**src/design/bba_pkg.sv**
```systemverilog
// ----------------------------------------------------------------------------
// bba_pkg
// Shared types and constants for the buddy block allocator.
// ----------------------------------------------------------------------------
package bba_pkg;

   localparam int WORD_W  = 32;   // free-map bits per RAM word
   localparam int BIT_W   = 5;    // bit index inside a word
   localparam int ORD_W   = 5;    // block order
   localparam int SIZE_W  = 13;
   localparam int ADDR_W  = 12;
   localparam int REQ_TDATA_W = 32;
   localparam int RSP_TDATA_W = 16;

   localparam logic OP_ALLOC = 1'b0;
   localparam logic OP_FREE  = 1'b1;

   // controller -> datapath
   typedef struct packed {
      logic load;       // take request, set up first node
      logic clr;        // clearing pass write
      logic rd;         // read word holding current node
      logic take;       // claim the found block in the scanned word
      logic adv;        // scan on to the next word or level
      logic wr_clr;     // clear current node bit
      logic wr_set;     // set current node bit
      logic split;      // step down one split level
      logic fself;      // buddy merged: point at own node
      logic fin;        // no merge: point at own node for final set
      logic fup;        // move up one level
      logic done_ok;    // latch success result
   } cmd_type;

   // datapath -> controller
   typedef struct packed {
      logic clr_done;
      logic in_big;     // incoming order above pool order
      logic in_top;     // incoming order equals pool order
      logic hit;        // scanned word holds a free block in range
      logic exhaust;    // scan ran past the top level
      logic bit_set;    // current node bit in read data
      logic split_more; // another split level to go
      logic next_top;   // one level up is the top level
   } sts_type;

endpackage

```
**src/design/bba_ctrl.sv**
```systemverilog
// ----------------------------------------------------------------------------
// bba_ctrl
// Sequencer: clearing pass, allocate scan and split, free and merge walk.
// ----------------------------------------------------------------------------
module bba_ctrl (
   input  logic             clock,
   input  logic             reset,
   input  logic             req_tvalid,
   output logic             req_tready,
   input  logic             req_op,
   output logic             rsp_tvalid,
   input  logic             rsp_tready,
   input  bba_pkg::sts_type sts,
   output bba_pkg::cmd_type cmd
);
   import bba_pkg::*;

   localparam logic [3:0] S_CLR    = 4'd0;
   localparam logic [3:0] S_IDLE   = 4'd1;
   localparam logic [3:0] S_ARD    = 4'd2;
   localparam logic [3:0] S_ACHK   = 4'd3;
   localparam logic [3:0] S_SPL    = 4'd4;
   localparam logic [3:0] S_PRD    = 4'd5;
   localparam logic [3:0] S_PWR    = 4'd6;
   localparam logic [3:0] S_FBRD   = 4'd7;
   localparam logic [3:0] S_FBCHK  = 4'd8;
   localparam logic [3:0] S_FSRD   = 4'd9;
   localparam logic [3:0] S_FSWR   = 4'd10;
   localparam logic [3:0] S_FINRD  = 4'd11;
   localparam logic [3:0] S_FINWR  = 4'd12;
   localparam logic [3:0] S_RESP   = 4'd13;

   logic [3:0] state_ff, state_in;

   always_ff @(posedge clock) begin
      if (reset) begin
         state_ff <= S_CLR;
      end else begin
         state_ff <= state_in;
      end
   end

   assign req_tready = (state_ff == S_IDLE);
   assign rsp_tvalid = (state_ff == S_RESP);

   always_comb begin
      state_in = state_ff;
      cmd      = '0;
      unique case (state_ff)
         S_CLR: begin
            cmd.clr = 1'b1;
            if (sts.clr_done) state_in = S_IDLE;
         end
         S_IDLE: begin
            if (req_tvalid) begin
               cmd.load = 1'b1;
               if (sts.in_big)            state_in = S_RESP;
               else if (req_op == OP_ALLOC) state_in = S_ARD;
               else if (sts.in_top)       state_in = S_FINRD;
               else                       state_in = S_FBRD;
            end
         end
         S_ARD: begin
            cmd.rd   = 1'b1;
            state_in = S_ACHK;
         end
         S_ACHK: begin
            if (sts.hit) begin
               cmd.take = 1'b1;
               state_in = S_SPL;
            end else begin
               cmd.adv  = 1'b1;
               state_in = sts.exhaust ? S_RESP : S_ARD;
            end
         end
         S_SPL: begin
            if (sts.split_more) begin
               cmd.split = 1'b1;
               state_in  = S_PRD;
            end else begin
               cmd.done_ok = 1'b1;
               state_in    = S_RESP;
            end
         end
         S_PRD: begin
            cmd.rd   = 1'b1;
            state_in = S_PWR;
         end
         S_PWR: begin
            cmd.wr_set = 1'b1;
            state_in   = S_SPL;
         end
         S_FBRD: begin
            cmd.rd   = 1'b1;
            state_in = S_FBCHK;
         end
         S_FBCHK: begin
            if (sts.bit_set) begin
               cmd.wr_clr = 1'b1;
               cmd.fself  = 1'b1;
               state_in   = S_FSRD;
            end else begin
               cmd.fin  = 1'b1;
               state_in = S_FINRD;
            end
         end
         S_FSRD: begin
            cmd.rd   = 1'b1;
            state_in = S_FSWR;
         end
         S_FSWR: begin
            cmd.wr_clr = 1'b1;
            cmd.fup    = 1'b1;
            state_in   = sts.next_top ? S_FINRD : S_FBRD;
         end
         S_FINRD: begin
            cmd.rd   = 1'b1;
            state_in = S_FINWR;
         end
         S_FINWR: begin
            cmd.wr_set  = 1'b1;
            cmd.done_ok = 1'b1;
            state_in    = S_RESP;
         end
         S_RESP: begin
            if (rsp_tready) state_in = S_IDLE;
         end
         default: state_in = S_CLR;
      endcase
   end
endmodule

```
**config.mk**
```make
export PLATFORM = sky130hd
export DESIGN_NAME = bba_ctrl
export DESIGN_NICKNAME = d
export VERILOG_FILES = /design/src/design/bba_pkg.sv /design/src/design/bba_ctrl.sv
export SDC_FILE = /design/constraint.sdc
export NUM_CORES = 1
export LEC_CHECK = 0
export ABC_AREA = 0
export BUFFER_PORTS_ARGS = -buffer_cell sky130_fd_sc_hd__buf_4
export CAP_MARGIN = 20
export CELL_PAD_IN_SITES_DETAIL_PLACEMENT = 2
export CELL_PAD_IN_SITES_GLOBAL_PLACEMENT = 2
export CORE_MARGIN = 5
export CORE_UTILIZATION = 25
export CTS_BUF_LIST = sky130_fd_sc_hd__clkbuf_2 sky130_fd_sc_hd__clkbuf_4 sky130_fd_sc_hd__clkbuf_8
export DETAILED_ROUTE_END_ITERATION = 6
export PLACE_DENSITY_LB_ADDON = 0.1
export SLEW_MARGIN = 20
export SYNTH_ARGS = -nofsm -noshare
export SYNTH_HDL_FRONTEND = slang
export SYNTH_SLANG_ARGS = --single-unit
```
**constraint.sdc**
```tcl
create_clock -name clock -period 1.64 [get_ports clock]
set_input_delay 0.328 -clock clock [delete_from_list [all_inputs] [get_ports clock]]
set_output_delay 0.328 -clock clock [all_outputs]
set_load 0.02 [all_outputs]
```
=== Word-level counts from Yosys, hierarchy flattened ===
Index checks and enable logic that the tools add are counted.

* Flip-flop bits (word level): 4
* Input port bits: 13
* Output and inout port bits: 14

* Eq/ne operators: 16
* Reductions and logical operators: 4
* Muxes and demuxes: 29

{| class="wikitable"
|+ Operators by type and width
! operator !! number
|-
| $pmux 4 s14 || 1
|-
| $mux 4 || 10
|-
| $eq 4x4->1 const B || 6
|-
| $eq 4x3->1 const B || 4
|-
| $mux 1 || 13
|-
| $eq 4x2->1 const B || 2
|-
| $mux 2 || 3
|-
| $reduce_or 5->1 || 1
|-
| $eq 4x1->1 const B || 1
|-
| $logic_not 4->1 || 1
|-
| $ne 2x2->1 const B || 2
|-
| $pmux 1 s2 || 2
|-
| $reduce_and 3->1 || 1
|-
| $ne 2x1->1 const B || 1
|-
| $reduce_or 2->1 || 1
|}

=== Longest topological paths before layout ===
Gate-level depths: netlist of the first run.

* Word-level depth: 5
* Gate-level depth with buffers: 6
* Depth with buffers taken out: 5

=== Worst setup path after synthesis of the first run ===
Ideal clock, no wire load.

* Path type: register to output
* Start point: register state_ff[2]
* End point: output port cmd[6] (netlist name)
* Setup slack: -0.368 ns
* Data required time: 1.312 ns
* Cell stages (with the launch flop): 5
* Arrival: 1.680 ns
* Cells stage by stage: dfxtp_1 > buf_4 > buf_2 > nor4_1 > or2_2

{| class="wikitable"
|+ RTL lines
! item !! line !! source
|-
| start: declaration || bba_ctrl.sv:33 || <nowiki>logic [3:0] state_ff, state_in;</nowiki>
|-
| start signal: assignment || bba_ctrl.sv:39 || <nowiki>state_ff <= state_in;</nowiki>
|-
| end: declaration || bba_ctrl.sv:14 || <nowiki>output bba_pkg::cmd_type cmd</nowiki>
|}

==> results of run 1 <==
==> worst max-delay path by stage <==
| stage | from | endpoint | slack, ps | cells after the start |
|---|---|---|---|---|
| finish | state_ff[1] | cmd[6] | 20 | 4 |
| global route | state_ff[3] | cmd[5] | -40 | 4 |
| CTS | state_ff[0] | cmd[6] | -20 | 4 |
| detailed placement | state_ff[3] | state_ff[0] | 1 | 6 |
| global placement | state_ff[3] | state_ff[3] | 60 | 5 |
| floorplan | state_ff[1] | cmd[11] | -20 | 4 |
==> metal layers <==
layer	vias up	share of wire	GRT usage
met1	373	0.43	0.184
met2	23	0.51	0.245
met3	6	0.042	0.0131
met4	0	0.018	0.0506
li1	390	-	-
met5	-	0	0
==> repair_timing <==
item                       CTS  global route
hold endpoints to repair     0             0
setup buffers                5             4
pin swaps                    2             2
gates resized for setup     14            10
setup endpoints to repair   10             5
==> cell usage after synthesis <==
library cell   n
a21boi_0       1
a21oi_1       10
a221oi_2       1
a22oi_1        1
a22oi_2        1
a31oi_1        1
and2_1         1
and3b_1        1
buf_2          3
buf_4          3
buf_6          1
clkbuf_1       1
dfxtp_1        4
inv_1          3
inv_2          1
nand2_1        4
nand2b_1       7
nand2b_2       1
nand2b_4       1
nand3_1        1
nand3_2        1
nor2_1         6
nor2b_1        5
nor3_1         7
nor3_2         1
nor4_1         2
nor4_2         1
o211ai_1       3
o21a_1         1
o21ai_0        4
o21ai_2        2
o21bai_1       2
o22a_1         1
o32ai_1        1
or2_2          1
or3_1          1
or4_4          1
xnor2_1        1
==> area by class of cell <==
cell class              count  area (um^2)
fillers                   287         1380
multi-input cells          72          532
repair buffers             41          334
flip-flops and latches      4         91.3
well taps                  30         37.5
clock buffers               3         22.5
inverters                   4         15.0
==> critical path: cells and delay by family, from the launching register on <==
| family | cells | cell delay, ps |
|---|---|---|
| and+or+nand+nor | 2 | 450 |
| DFF | 1 | 360 |
| buffers and inverters | 2 | 250 |
==> through the flow <==
step	cell area (um^2)	total power (W)	std cells	TNS, ps
after floorplan	641	0.00122	88	-22.5
after global placement	866	0.00160	142	0
after detailed placement	866	0.00163	142	0
after CTS	962	0.00193	150	-19.6
after global routing	1030	0.00223	154	-83.6
final	1030	0.00208	154	0
==> power groups by stage <==
| stage | sequential [W] | clock (W) | combinational, W |
|---|---|---|---|
| final | 0.000262 | 0.000129 | 0.00169 |
| after global routing | 0.000272 | 0.000140 | 0.00182 |
| after floorplan | 0.000163 | 0 | 0.00106 |
| after global placement | 0.000227 | 0 | 0.00137 |
| after detailed placement | 0.000225 | 0 | 0.00141 |
| after CTS | 0.000244 | 0.000127 | 0.00156 |
==> logic make-up (layout without fill, tap and decap cells) <==
group / after synthesis / in the layout / share of synthesized area
flip-flops: 4 / 4 / 0.130
AO/OA/AOI/OAI: 29 / 29 / 0.324
buffers and inverters: 12 / 48 / 0.110
XOR/XNOR: 1 / 1 / 0.0143
AND/OR/NAND/NOR: 42 / 42 / 0.422
==> results by group, run 1 <==
Logic synthesis
  • Leading area contributor after synthesis: dfxtp_1
  • Syn Nets: between 100 and 150
  • Mapped Cells: ~90
  • Sequential-to-total area share from yosys stat: 0.130
  • Mapped cell area: approximately 600 um^2
  • Synth top area cells: dfxtp_1 (13%), a21oi_1 (8.1%), nand2b_1 (7.1%), nor3_1 (5.7%), nor2b_1 (5.1%)
  • Share of the synthesized area in the top cell type: 0.130
  • Unique masters post-synth: 38
  • Warnings, synthesis: 0
  • Mean area per synthesized cell: approximately 7 um^2
  • Seq cells post-synth: 4

Clock tree
  • Clock buffer count from CTS: 3
  • CTS Sinks: 4
  • Cts hold-fix bufs: 0
  • H-tree depth: 1
  • Clock latency on the worst-skew pair: around 240 ps
  • Reg clk slew, reported paths: 40 ps
  • Maximum clock path buffer count: 2
  • CTS tree: built
  • Root Driver: clkbuf_4

Power
  • Leak: 0.439 nW
  • Seq pwr share: 0.126
  • Part of the power in the clock network: 0.062
  • Switch Pwr: 0.00103 W
  • Pint: about 0.0010 W
  • Worst IR Drop VDD: about 1 mV
  • Combinational group share of total power: 0.812
  • PD cells: a little over 2000 nW/um^2
  • Switching share of total power: 0.496

STA
  • Rel. slew slack: 0.807
  • RSZ-0062 raised after global routing: true
  • Final Hold Violating Endpoints: 0
  • Final worst slack: between 20 and 25 ps
  • Clock skew: 8.77 ps
  • Hold slack: 265 ps
  • Final period utilization: 0.987
  • Fmax achieved: around 0.62 GHz
  • Post-layout min period: 1620 ps
  • Least-Margin Pin Slew: about 290 ps
  • Fin. max-slew vios: 0
  • Endpoints failing setup: 0

Route
  • WL final: around 2500 um
  • Avg WL per Cell: approximately 16 um
  • Initial DRC count: 9
  • ANT nets after route: 0
  • Drt via density: about 5.1
  • DR DRC count: 0
  • DR pass1 iterations: 4
  • Vias: about 790

Finish
  • Fraction of layout cells with a size suffix above 1: 0.548
  • Most flop-heavy register: state_ff
  • Most frequent cells in the layout: buf_4 (36), a21oi_1 (9), nor3_1 (6)
  • Nets@finish: around 140
  • Biggest regs: state_ff (4)
  • Area growth syn-to-layout: 68.0%
  • Most common cell after layout, fill and taps aside: buf_4
  • Core Util, Final: 0.428
  • Largest register FFs: 4
  • ANT cells: 0

Global routing
  • Initial antenna violation count: 0
  • Pin count of the biggest net entering global routing: 13
  • Grt ovf: 0
  • Number of global-route vias before repair: 808
  • Global Route Usage Sum: 0.143
  • First-pass GRT wire length: 3850 um

Min path
  • Hold path start: reset
  • Hold depth: 2
  • Worst Hold Class: in2reg
  • Hold EP: state_ff[3]

Floorplan
  • Rows: 18
  • Initial Util: 0.255
  • Core footprint: 2410 um^2
  • Die Ht: 59.6 um
  • Die W: 59.6 um
  • Die Area: approximately 3500 um^2
  • IO Pins: 27

Critical path
  • Reg2reg end: state_ff[2]
  • Worst endpoint data arrival time: between 1000 and 1500 ps
  • Slowest CP cell: dfxtp_4
  • CP cell instances: buf_8, nor4_4, or2_4, buf_6
  • Crit path required time: 1310 ps
  • Reg2reg start: state_ff[3]
  • Register-to-register path setup slack: ~130 ps
  • Cell count of the worst reg-to-reg path: 6
  • CP max stage delay: roughly 360 ps
  • Critical setup path kind: reg2out
  • Crit. End Element: output pin
  • Max Fanout on Critical Path: 9
  • Setup crit start kind: flip-flop

Run status
  • Outcome: completed

Place
  • Post-Place Setup Slack: 1.09 ps
  • Port Buffer Count: 26
  • Post-DP HPWL: ~1800 um
  • Final RePlAce weighted congestion: ~0.76

Flow run
  • Max-Cap Viols: 0
Power figures use the tool's default switching activity.
==> run 2, diff against run 1 <==
--- a/config.mk
+++ b/config.mk
@@ -6,14 +6,13 @@
 export NUM_CORES = 1
 export LEC_CHECK = 0
 export ABC_AREA = 0
-export BUFFER_PORTS_ARGS = -buffer_cell sky130_fd_sc_hd__buf_4
-export CAP_MARGIN = 20
 export CELL_PAD_IN_SITES_DETAIL_PLACEMENT = 2
 export CELL_PAD_IN_SITES_GLOBAL_PLACEMENT = 2
 export CORE_MARGIN = 5
-export CORE_UTILIZATION = 25
+export CORE_UTILIZATION = 33
 export CTS_BUF_LIST = sky130_fd_sc_hd__clkbuf_2 sky130_fd_sc_hd__clkbuf_4 sky130_fd_sc_hd__clkbuf_8
 export DETAILED_ROUTE_END_ITERATION = 6
+export DONT_BUFFER_PORTS = 1
 export PLACE_DENSITY_LB_ADDON = 0.1
 export SLEW_MARGIN = 20
 export SYNTH_ARGS = -nofsm -noshare
==> run 2 against run 1 <==
  * Clock-buffer cell count unchanged
  * Power decreased by 10%
  * Register-to-register slack got worse by 80 ps
  * Critical path depth decreased by 1
  * Flip-flop and latch count unchanged
  * Global-route usage increased by 3.2 points
  * Highest routed layer is now met3
==> results by group, run 2 (synthesized netlist as in run 1, its figures left out) <==
Run status
  • Outcome: completed

Place
  • Final RePlAce weighted congestion: 0.785 (+3.5%)
  • Post-DP HPWL: 1740 um (-1.1%)
  • Dpl cells: 124 (-13%)
  • Post-Place Setup Slack: 66.9 ps (+65.8 ps)
  • Port Buffer Count: 0 (-100%)

Critical path
  • CP Depth: 3 (-1)
  • Cell count of the worst reg-to-reg path: 6 (unchanged)
  • Worst endpoint data arrival time: 1270 ps (-20 ps)
  • Reg2reg end: state_ff[3]
  • Reg2reg start: state_ff[2]
  • Register-to-register path setup slack: 50 ps (-80 ps)
  • Cell mode on critical path: buf_4
  • CP max stage delay: 350 ps (about the same)
  • Max Fanout on Critical Path: 8 (-1)
  • Crit path required time: 1310 ps (about the same)
  • CP delay by family, top: buffers and inverters
  • Critical setup path kind: reg2out
  • Crit. End Element: output pin
  • CP cell instances: buf_4, nor4_4, buf_4
  • WP buf/inv: 2 (unchanged)
  • Setup crit start kind: flip-flop
  • Slowest CP cell: dfxtp_1

STA
  • Final Hold Violating Endpoints: 0 (unchanged)
  • Fin. max-slew vios: 0 (unchanged)
  • Rel. slew slack: 0.801 (-0.00588)
  • RSZ-0062 raised after global routing: true
  • Clock skew: 2.03 ps (-6.74 ps)
  • Least-Margin Pin Slew: 298 ps (+8.80 ps)
  • Fmax achieved: 0.626 GHz (+1.3%)
  • Post-layout min period: 1600 ps (-20.6 ps)
  • Final period utilization: 0.974 (-0.0126)
  • Hold slack: 157 ps (-108 ps)
  • Endpoints failing setup: 0 (unchanged)
  • Final worst slack: 41.9 ps (+20.6 ps)

Clock tree
  • Post-CTS Setup Inserts: 0 (-5)
  • Root Driver: clkbuf_4
  • Cts hold-fix bufs: 0 (unchanged)
  • Maximum clock path buffer count: 2 (unchanged)
  • CTS Sinks: 4 (unchanged)
  • H-tree depth: 1 (unchanged)
  • Reg clk slew, reported paths: 40 ps (about the same)
  • Clock latency on the worst-skew pair: 230 ps (about the same)
  • CTS tree: built
  • Clock buffer count from CTS: 3 (unchanged)

Finish
  • Fillers: 214 (-25%)
  • Most frequent cells in the layout: buf_4 (16), a21oi_1 (9), nor3_1 (6)
  • Fraction of layout cells with a size suffix above 1: 0.451 (-0.0974)
  • Layout Cells excl Fill: 127 (-18%)
  • Largest register FFs: 4 (unchanged)
  • ANT cells: 0 (unchanged)
  • Nets@finish: 117 (-16%)
  • Register area: 87.6 um^2 (-4.1%)
  • Core Util, Final: 0.483 (+0.0548)
  • Biggest regs: state_ff (4)
  • Most common cell after layout, fill and taps aside: buf_4
  • Area growth syn-to-layout: 37.3%
  • Most flop-heavy register: state_ff
  • Multi-input gate area in the final layout: 529 um^2 (-0.47%)

Route
  • Drt via density: 5.58 (+8.6%)
  • WL final: 2260 um (-9.6%)
  • Highest routed layer: met3
  • Avg WL per Cell: 17.8 um (+9.6%)
  • DR WL met2: 1150 um (-9.7%)
  • Initial DRC count: 2 (-7)
  • WL met3: 118 um (+13%)
  • ANT nets after route: 0 (unchanged)
  • Metal-1 WL: 990 um (-8.1%)
  • DR pass1 iterations: 2 (-2)
  • DR DRC count: 0 (unchanged)
  • Vias: 709 (-10%)

Global routing
  • First-pass GRT wire length: 3620 um (-5.9%)
  • Pin count of the biggest net entering global routing: 15 (+2)
  • Global Route Usage Sum: 0.175 (+0.0319)
  • Number of global-route vias before repair: 765 (-5.3%)
  • Grt ovf: 0 (unchanged)
  • Initial antenna violation count: 0 (unchanged)

Flow run
  • Max-Cap Viols: 0 (unchanged)

Power
  • Worst IR Drop VDD: 1.01 mV (+0.11%)
  • Tot Pwr: 0.00187 W (-10%)
  • Leak: 0.314 nW (-28%)
  • PD cells: 2220 nW/um^2 (+10%)

Floorplan
  • IO Pins: 27 (unchanged)
  • Core footprint: 1750 um^2 (-28%)
  • Rows: 15 (-3)
  • Die Area: 2820 um^2 (-20%)
  • Die W: 53.1 um (-11%)
  • Initial Util: 0.352 (+0.0970)
  • Die Ht: 53.1 um (-11%)

Min path
  • Worst Hold Class: in2reg
  • Hold path start: reset
  • Hold EP: state_ff[3]
  • Hold depth: 1 (-1)
[run 2: layer usage]
layer,global-route usage,up-vias
met4,0.0383,0
met3,0.0282,0
met2,0.314,18
met1,0.214,345
met5,0,-
li1,-,346
[run 2: cell type report]
type                            count  area share
Clock buffer                        3      0.0267
Tap cell                           25      0.0371
Sequential cell                     4       0.104
Multi-Input combinational cell     72       0.628
Timing Repair Buffer               19       0.187
Inverter                            4      0.0178
[run 2: metrics by stage]
stage | cell area [um^2] | TNS (ps)
6_report | 843 | 0
5_1_grt | 843 | -186
4_1_cts | 793 | 0
3_5_place_dp | 762 | 0
3_3_place_gp | 762 | 0
2_1_floorplan | 641 | -22.5
[run 2: worst max path at each step]
stage / from / endpoint / slack [ps]
after floorplan: state_ff[1] / cmd[11] / -20
after global placement: state_ff[3] / state_ff[3] / 110
after detailed placement: state_ff[3] / state_ff[0] / 70
after CTS: state_ff[0] / cmd[9] / 10
after global routing: state_ff[1] / cmd[10] / -60
final: state_ff[1] / cmd[10] / 40
[run 2: worst reg2reg max path: stages (launching register included)]
cell,delay (ps)
dfxtp_1,390
buf_4,210
inv_2,80
o21ai_0,210
a21oi_1,120
o22a_1,220
a221oi_2,260
[run 2: power by group]
part	total, W	internal [W]	switching [W]
combinational	0.00149	0.000659	0.000833
clock	0.000118	0.0000816	0.0000364
sequential	0.000261	0.000160	0.000101
total	0.00187	0.000901	0.000970
[run 2: timing repair]
item | CTS | global route
endpoints found under the setup margin | 7 | 6
resized for setup | 4 | 13
pin swaps | 0 | 1
==> run 3, diff against run 2 <==
==> constraint.sdc (replaced) <==
create_clock -name clock -period 1.64 [get_ports clock]
set_input_delay 0.164 -clock clock [delete_from_list [all_inputs] [get_ports clock]]
set_output_delay 0.164 -clock clock [all_outputs]
set_load 0.02 [all_outputs]
==> run 3 against run 2 <==
  * Final cell count is 4.7% higher
  * Clock power is essentially flat
  * Sequential power is 25% higher
  * Non-clock buffer count is 6 higher
  * Largest power group unchanged
==> results by group, run 3 (synthesized netlist as in run 1, its figures left out) <==
Flow run
  • Max-Cap Viols: 0 (unchanged)

Finish
  • ANT cells: 0 (unchanged)
  • Biggest regs: state_ff (4)
  • Fraction of layout cells with a size suffix above 1: 0.417 (-0.0343)
  • Post-route cell area: 832 um^2 (-1.3%)
  • Core Util, Final: 0.477 (-0.00645)
  • Nets@finish: 123 (+5.1%)
  • Most frequent cells in the layout: buf_4 (23), a21oi_1 (10), nand2b_1 (6), nor2_1 (6), nor3_1 (6)
  • Area growth syn-to-layout: 35.4%
  • Most flop-heavy register: state_ff
  • Fillers: 210 (-1.9%)
  • Most common cell after layout, fill and taps aside: buf_4
  • Largest register FFs: 4 (unchanged)

STA
  • Final worst slack: 115 ps (+72.7 ps)
  • Clock skew: 0.550 ps (-1.48 ps)
  • Final Hold Violating Endpoints: 0 (unchanged)
  • Fin. max-slew vios: 0 (unchanged)
  • RSZ-0062 raised after global routing: false
  • Least-Margin Pin Slew: 299 ps (+0.705 ps)
  • TNS Setup: 0 ps (unchanged)
  • Rel. slew slack: 0.800 (about the same)
  • Post-layout min period: 1530 ps (-72.7 ps)
  • Endpoints failing setup: 0 (unchanged)
  • Fmax achieved: 0.656 GHz (+4.8%)
  • Final period utilization: 0.930 (-0.0443)

Clock tree
  • Clock latency on the worst-skew pair: 230 ps (about the same)
  • Post-CTS Setup Inserts: 0 (unchanged)
  • Clock buffer count from CTS: 3 (unchanged)
  • Reg clk slew, reported paths: 40 ps (about the same)
  • H-tree depth: 1 (unchanged)
  • Root Driver: clkbuf_4
  • Maximum clock path buffer count: 2 (unchanged)
  • CTS tree: built
  • CTS Sinks: 4 (unchanged)

Critical path
  • Setup crit start kind: flip-flop
  • Crit path from: state_ff[2]
  • Cell count of the worst reg-to-reg path: 5 (-1)
  • Max Fanout on Critical Path: 10 (+2)
  • Reg2reg start: state_ff[3]
  • Critical setup path kind: reg2out
  • Register-to-register path setup slack: 200 ps (+150 ps)
  • Worst endpoint data arrival time: 1360 ps (+90 ps)
  • Crit path required time: 1480 ps (+170 ps)
  • Crit. End Element: output pin
  • Reg2reg end: state_ff[1]

Place
  • Final RePlAce weighted congestion: 0.800 (+1.9%)
  • Port Buffer Count: 0 (unchanged)
  • Post-DP HPWL: 1820 um (+4.8%)
  • Post-Place Setup Slack: 42.3 ps (-24.6 ps)
  • Placed inst area: 777 um^2 (+2.0%)

Global routing
  • Initial antenna violation count: 0 (unchanged)
  • Pin count of the biggest net entering global routing: 15 (unchanged)
  • First-pass GRT wire length: 3850 um (+6.3%)
  • Grt ovf: 0 (unchanged)
  • Global Route Usage Sum: 0.185 (+0.0100)
  • Number of global-route vias before repair: 821 (+7.3%)

Power
  • Worst IR Drop VDD: 0.987 mV (-2.3%)
  • Seq pwr share: 0.183 (+0.044)
  • Switch Pwr: 0.000911 W (-6.1%)
  • Leak: 0.329 nW (+4.6%)
  • Combinational group share of total power: 0.751 (-0.047)
  • Switching share of total power: 0.510 (-0.00877)
  • PD cells: 2150 nW/um^2 (-3.2%)
  • Pint: 0.000876 W (-2.8%)
  • Part of the power in the clock network: 0.066 (+0.003)

Run status
  • Outcome: completed

Min path
  • Hold depth: 2 (+1)
  • Hold EP: state_ff[3]
  • Hold path start: rsp_tready
  • Worst Hold Class: in2reg

Route
  • Vias: 713 (+0.56%)
  • WL met3: 95 um (-19%)
  • Highest routed layer: met4
  • Initial DRC count: 9 (+7)
  • DR pass1 iterations: 4 (+2)
  • Drt via density: 5.36 (-4.0%)
  • ANT nets after route: 0 (unchanged)
  • DR DRC count: 0 (unchanged)
  • WL final: 2240 um (-1.0%)
  • Avg WL per Cell: 16.8 um (-5.5%)
  • DR WL met2: 1150 um (-0.35%)
  • Metal-1 WL: 979 um (-1.1%)

Floorplan
  • Initial Util: 0.352 (unchanged)
  • IO Pins: 27 (unchanged)
  • Rows: 15 (unchanged)
  • Die Ht: 53.1 um (unchanged)
  • Die W: 53.1 um (unchanged)
  • Core footprint: 1750 um^2 (unchanged)
  • Die Area: 2820 um^2 (unchanged)
run 3: timing repair:
action                                  4_1_cts  5_1_grt
gates resized for setup                       3        4
endpoints found under the setup margin        6        8
hold buffers                                  1        1
hold endpoints to repair                      3        1
pin swaps                                     0        0
run 3: worst max-delay path, cell delays in order (launching register included):
cell and delay, ps:
dfxtp_2 460, nand2b_2 240, nor2_1 70, or2_2 360
run 3: per-layer routing:
layer	up-vias	track usage
li1	358	-
met1	334	0.218
met2	19	0.343
met3	2	0.0225
met4	0	0.0511
met5	-	0
run 3: layout make-up:
| cell class | instances | area [um^2] | share of cell area |
|---|---|---|---|
| multi-input cells | 72 | 480 | 0.577 |
| repair buffers | 25 | 193 | 0.232 |
| well taps | 25 | 31.3 | 0.0376 |
| clock buffers | 3 | 22.5 | 0.0271 |
| inverters | 4 | 15.0 | 0.0180 |
| flip-flops and latches | 4 | 90.1 | 0.108 |
run 3: power groups by stage:
stage / clock network [W] / registers [W] / logic, W
after floorplan: 0 / 0.000163 / 0.00104
after global placement: 0 / 0.000303 / 0.00129
after detailed placement: 0 / 0.000306 / 0.00133
after CTS: 0.000124 / 0.000312 / 0.00134
after global routing: 0.000132 / 0.000348 / 0.00148
final: 0.000118 / 0.000327 / 0.00134
run 3: worst max path at each step:
| stage | slack, ps | endpoint | depth (start not counted) |
|---|---|---|---|
| 2_1_floorplan | 60 | cmd[6] | 4 |
| 3_3_place_gp | 70 | state_ff[1] | 5 |
| 3_5_place_dp | 40 | state_ff[1] | 5 |
| 4_1_cts | 30 | cmd[6] | 3 |
| 5_1_grt | 20 | cmd[11] | 4 |
| 6_report | 110 | cmd[6] | 3 |
run 3: stage by stage:
stage                     hold slack (ps)  instances  power, W
after floorplan                       230         88   0.00120
after global placement                236        128   0.00159
after detailed placement              237        128   0.00164
after CTS                            2.20        132   0.00178
after global routing                  157        133   0.00196
final                                 163        133   0.00179
